--- src/hdl/vgcw_pkg.sv ---
`default_nettype none
// ----------------------------------------------------------------------------
// vgcw_pkg
// Shared types, constants and elaboration-time table builders for the voxel
// graph-cut weight generator.
// ----------------------------------------------------------------------------
package vgcw_pkg;

    localparam int unsigned LEVELS       = 200;
    localparam int unsigned LIMIT_BITS   = 17;
    localparam int unsigned SAMPLE_W     = 16;
    localparam int unsigned NODE_W       = 27;
    localparam int unsigned SOURCE_W     = 15;
    localparam int unsigned SINK_W       = 9;
    localparam int unsigned WEIGHT_W     = 8;
    localparam int unsigned CFG_W        = 10;
    localparam int unsigned PADDR_W      = 4;
    localparam int unsigned PDATA_W      = 32;

    localparam logic [SINK_W-1:0]   SINK_COST    = 9'd400;
    localparam logic [SOURCE_W-1:0] SOURCE_LIMIT = 15'd32767;
    localparam logic [CFG_W-1:0]    DIM_RESET    = 10'd512;

    localparam logic [1:0] REG_COLUMNS = 2'd0;
    localparam logic [1:0] REG_ROWS    = 2'd1;
    localparam logic [1:0] REG_SLICES  = 2'd2;

    typedef struct packed {
        logic [NODE_W-1:0]   node_index;
        logic [SOURCE_W-1:0] source_weight;
        logic [WEIGHT_W-1:0] left_weight;
        logic                left_valid;
        logic [WEIGHT_W-1:0] up_weight;
        logic                up_valid;
        logic [WEIGHT_W-1:0] back_weight;
        logic                back_valid;
        logic                volume_done;
    } t_result;

    // restoring division, elaboration only
    function automatic logic [63:0] f_udiv(input logic [63:0] num, input logic [63:0] den);
        logic [64:0] rem;
        logic [63:0] quo;
        rem = '0;
        quo = '0;
        for (int i = 63; i >= 0; i--) begin
            rem = {rem[63:0], num[i]};
            if (rem >= {1'b0, den}) begin
                rem    = rem - {1'b0, den};
                quo[i] = 1'b1;
            end
        end
        return quo;
    endfunction

    // atanh(a/b) in Q56 by series
    function automatic logic [63:0] f_atanh(input logic [63:0] a, input logic [63:0] b);
        logic [63:0] t;
        logic [63:0] sum;
        t   = f_udiv(a << 56, b);
        sum = '0;
        for (int n = 0; n < 64; n++) begin
            if (t != 0) begin
                sum = sum + f_udiv(t, 64'(2 * n + 1));
                t   = f_udiv(t * a, b);
                t   = f_udiv(t * a, b);
            end
        end
        return sum;
    endfunction

    function automatic logic [16:0] f_isqrt(input logic [31:0] v);
        logic [16:0] root;
        logic [33:0] sq;
        root = '0;
        for (int i = 15; i >= 0; i--) begin
            sq = 34'(root | (17'd1 << i)) * 34'(root | (17'd1 << i));
            if (sq <= 34'(v)) begin
                root = root | (17'd1 << i);
            end
        end
        return root;
    endfunction

    // largest |d| giving each level, level k at bits [17k-1 -: 17], k = 1..200
    function automatic logic [LEVELS*LIMIT_BITS-1:0] f_limit_table(input int unsigned fs);
        logic [LEVELS*LIMIT_BITS-1:0] tbl;
        logic [63:0]  ln2;
        logic [63:0]  lnk;
        logic [63:0]  m;
        logic [63:0]  e;
        logic [63:0]  fs2;
        logic [127:0] prod;
        logic [127:0] thr;
        logic [16:0]  lim;
        tbl = '0;
        ln2 = 64'd2 * f_atanh(64'd1, 64'd3);
        fs2 = 64'(fs) * 64'(fs);
        for (int k = 1; k <= LEVELS; k++) begin
            m = 64'(k);
            e = '0;
            for (int i = 0; i < 8; i++) begin
                if (m <= 64'd100) begin
                    m = m << 1;
                    e = e + 64'd1;
                end
            end
            lnk  = e * ln2 + 64'd2 * f_atanh(64'd200 - m, 64'd200 + m);
            prod = 128'(fs2) * 128'(lnk);
            thr  = prod >> 59;
            if (thr >= 128'h1_0000_0000) begin
                lim = 17'h1_0000;
            end else begin
                lim = f_isqrt(thr[31:0]);
            end
            tbl[k*LIMIT_BITS-1 -: LIMIT_BITS] = lim;
        end
        return tbl;
    endfunction

endpackage
`default_nettype wire

--- src/hdl/vgcw_link.sv ---
`default_nettype none
// ----------------------------------------------------------------------------
// vgcw_link
// Gaussian link weight: absolute difference, compare against the level
// limits, then encode the thermometer into a count. Two register stages.
// ----------------------------------------------------------------------------
module vgcw_link
    import vgcw_pkg::*;
#(
    parameter logic [LEVELS*LIMIT_BITS-1:0] LIMITS = '0
) (
    input  wire logic                i_clk,
    input  wire logic                i_en,
    input  wire logic [SAMPLE_W-1:0] i_a,
    input  wire logic [SAMPLE_W-1:0] i_b,
    output logic      [WEIGHT_W-1:0] o_weight
);

    logic [SAMPLE_W-1:0] r_d;
    logic [LEVELS-1:0]   r_therm;
    logic [LEVELS-1:0]   n_therm;
    logic [WEIGHT_W-1:0] w_cand;

    always_ff @(posedge i_clk) begin
        if (i_en) begin
            r_d     <= (i_a > i_b) ? (i_a - i_b) : (i_b - i_a);
            r_therm <= n_therm;
        end
    end

    always_comb begin
        for (int k = 0; k < LEVELS; k++) begin
            n_therm[k] = {1'b0, r_d} <= LIMITS[(k+1)*LIMIT_BITS-1 -: LIMIT_BITS];
        end
    end

    // thermometer is monotone: find the highest set level bit by bit
    always_comb begin
        o_weight = '0;
        for (int b = WEIGHT_W - 1; b >= 0; b--) begin
            w_cand = o_weight | (WEIGHT_W'(1) << b);
            if (int'(w_cand) <= LEVELS) begin
                if (r_therm[w_cand - WEIGHT_W'(1)]) begin
                    o_weight = w_cand;
                end
            end
        end
    end

endmodule
`default_nettype wire

--- config.mk ---
export PLATFORM = sky130hd
export DESIGN_NAME = vgcw_link
export DESIGN_NICKNAME = d
export VERILOG_FILES = /design/src/hdl/vgcw_pkg.sv /design/src/hdl/vgcw_link.sv
export SDC_FILE = /design/constraint.sdc
export NUM_CORES = 1
export LEC_CHECK = 0
export BUFFER_PORTS_ARGS = -buffer_cell sky130_fd_sc_hd__buf_2
export CORE_UTILIZATION = 50
export DETAILED_ROUTE_END_ITERATION = 8
export PLACE_DENSITY_LB_ADDON = 0.1
export RECOVER_POWER = 50
export SLEW_MARGIN = 40
export SYNTH_ARGS = -nofsm -noshare
export SYNTH_HDL_FRONTEND = slang
export SYNTH_SLANG_ARGS = --single-unit
--- constraint.sdc ---
create_clock -name i_clk -period 8.2 [get_ports i_clk]
set_clock_uncertainty 0.2 [all_clocks]
set_input_delay 0.82 -clock i_clk [delete_from_list [all_inputs] [get_ports i_clk]]
set_output_delay 0.82 -clock i_clk [all_outputs]
set_load 0.01 [all_outputs]
==> metrics.md <==
| Metric | Value |
|---|---|
| Total Power | `0.000317 W` |
| Cell taking the most area after synthesis | `edfxtp_1` |
| Final net count | `345` |
| Avg Cell Area, Syn | `8.99 um^2` |
| Max-cap viol count | `0` |
| Vias per cell | `5.21` |
| Top Ports | `42` |
| Largest net degree at the start of global routing | `18` |
| CTS tree | `yes` |
| Largest family of logic cells by synthesized area | `compound AO/OA/AOI/OAI gates` |
| Clk buf depth | `2` |
| Number of synthesized register bits | `17` |
| Worst hold slack | `0.459 ns` |
| Placement Setup Slack | `4.79 ns` |
| Sink Count | `17` |
| Synth Area in XOR/XNOR | `0.0541` |
| VDD IR max | `0.0546 mV` |
| RSZ-0062 raised after global routing | `no` |
| Worst EP required | `7.99 ns` |
| Critical Path Source Type | `primary input` |
| ANT nets after route | `0` |
| Post-synth EDFFs | `17` |
| DRC Markers | `0` |
| Setup crit end kind | `flip-flop` |
| Synth area leaders | `edfxtp_1, ha_1, inv_1` |
| Clock root buffer master | `clkbuf_8` |
| Worst min path class | `flip-flop to flip-flop` |
| Worst path slowest cell | `ha_1` |
| Final Hold Fails | `0` |
| Placer Congestion | `0.832` |
| Fin Setup TNS | `0 ns` |
| DP Wirelength | `3410 um` |
| Post-synth top flop | `edfxtp_1` |
| Htree depth | `1` |
| Hold buffers post-CTS | `0` |
| Starting Density | `0.520` |
| Most common cell after layout, fill and taps aside | `inv_1` |
| # fillers | `432` |
| Wirelength, routed | `4060 um` |
| Cell-by-cell trace of the critical path | `buf_2, inv_1, ha_1, a21oi_1, o21ai_1, a221oi_1, o31ai_2, o41ai_4, buf_4, mux2i_1, xnor2_1` |
| IO Port Bufs | `36` |
| Share of cells above drive strength 1 | `0.181` |
| Tightest Pin Transition | `0.856 ns` |
| Status | `finished clean` |
| Wire length per cell | `12.3 um` |
| Width of the die | `69.3 um` |
| Final Critical Period | `3.16 ns` |
| GRT Total Usage | `0.178` |
| Layout area overhead | `5.75%` |
| Vias in the first global route | `1591` |
| Row count | `24` |
| Ant. Diodes | `0` |
| Commonest cells after routing, fill and taps aside | `inv_1, buf_2, ha_1, edfxtp_1` |
| DIE AREA | `4800 um^2` |
| Drt first-iter violations | `88` |
| Post-synthesis compound-gate area fraction | `0.200` |
| Area of the mapped netlist | `2260 um^2` |
| Drt first pass iters | `4` |
| Post CTS Setup Buffer Count | `0` |
| Relative slew slack | `0.429` |
| Crit path kind | `primary input to flip-flop` |
| Critical Path AT | `2.95 ns` |
| Final period util | `0.386` |
| Initial antenna violation count | `0` |
| Maximum operating frequency | `0.316 GHz` |
| FFs w/ async S/R, synth | `0` |
| Worst-Skew Late Latency | `0.25 ns` |
| Top cell type's share of synthesized area | `0.225` |
| Pleak | `1.27 nW` |
| Core Area | `4350 um^2` |
| Clock slew at reported path FFs | `0.06 ns` |
| Global-route wire length before repair | `7100 um` |
| Slew Viols, Final | `0` |
| Sequential share of the synthesized area | `0.225` |
| Simple-gate share of the synthesized area | `0.114` |
| Netlist cell types | `47` |
| Pwr Density | `132 nW/um^2` |
| Max incr delay on CP | `0.43 ns` |
| Synth Warn # | `0` |
| Gr ovfl total | `0` |
| Crit Path Max Fanout | `15` |
| Chip height | `69.3 um` |
| Cells after Synth | `252` |
| Num CTS Buffers | `3` |
| Final critical-path setup slack | `5.04 ns` |
| Final setup viols | `0` |
| PostCTS Resize Cnt | `0` |
| Post-synthesis mux area share | `0.0663` |
| Synth Area in Adders | `0.189` |
| Vias | `1714` |
## cell families (layout without fill, tap and decap cells)
| group | count (synthesis) | after routing |
|---|---|---|
| AO/OA/AOI/OAI | 64 | 64 |
| other | 1 | 5 |
| adder cells (fa/ha/maj) | 33 | 33 |
| AND/OR/NAND/NOR | 46 | 46 |
| XOR/XNOR | 14 | 14 |
| flip-flops | 17 | 17 |
| buffers and inverters | 62 | 83 |
| multiplexers | 15 | 15 |
## layer usage
layer  GRT usage  wire length [um]
met3      0.0102               177
met4      0.0590                47
met5           0                 0
met2       0.268              1700
met1       0.272              2140
## Yosys cell counts, types with 2 or more instances
cell type  number
ha_1           31
mux2i_1        15
xnor2_1         8
o21bai_1        4
xor2_1          6
nor3_1          3
edfxtp_1       17
fa_1            2
o31ai_1         2
nor2_1          7
a31oi_1         6
o211ai_1        2
a21oi_1        15
buf_6           9
nand3_1         4
inv_1          42
buf_4          10
o21ai_1         2
nand2_1        12
nand2b_1        3
nand4_1         4
nor4_1          4
o21ai_0         9
o22ai_1         2
a21o_1         10
a221oi_1        2
## through the flow
step	cell area, um^2	util	std cells
2_1_floorplan	2280	-	256
4_1_cts	2400	0.550	329
3_5_place_dp	2350	0.540	325
6_report	2390	0.550	329
3_3_place_gp	2350	0.540	325
5_1_grt	2390	0.550	329
## worst max-delay path, delay by kind of cell
family	cells	cell delay, ns
compound gates	5	0.87
buf+inv	3	0.44
fa+ha+maj	1	0.43
mux	1	0.27
xor+xnor	1	0.10
## path summary, 6_finish.rpt
kind	start	to	slack [ns]	cells past startpoint
worst min-delay path	r_d[8]	r_therm[0]	0.46	2
worst max register to register	r_d[11]	r_therm[0]	6.95	2
worst max-delay path	i_a[11]	r_d[11]	5.04	11
worst min register to register	r_d[8]	r_therm[0]	0.46	2
## where the power goes
part | internal [W] | total [W] | switching, W
clock network | 0.0000344 | 0.0000599 | 0.0000255
logic | 0.0000587 | 0.000136 | 0.0000772
registers | 0.000118 | 0.000121 | 0.00000386
total | 0.000211 | 0.000317 | 0.000107
## sequential cells by signal, summed over array words and instances (netlist names)
signal	flops
r_d	16
r_therm	1
## cell type report
type / instances / area [um^2] / area share
multi-input cells: 177 / 1430 / 0.597
repair buffers: 37 / 186 / 0.0778
well taps: 52 / 65.1 / 0.0272
flip-flops and latches: 17 / 510 / 0.213
inverters: 42 / 158 / 0.0658
clock buffers: 4 / 45.0 / 0.0188
Power figures use the tool's default switching activity.
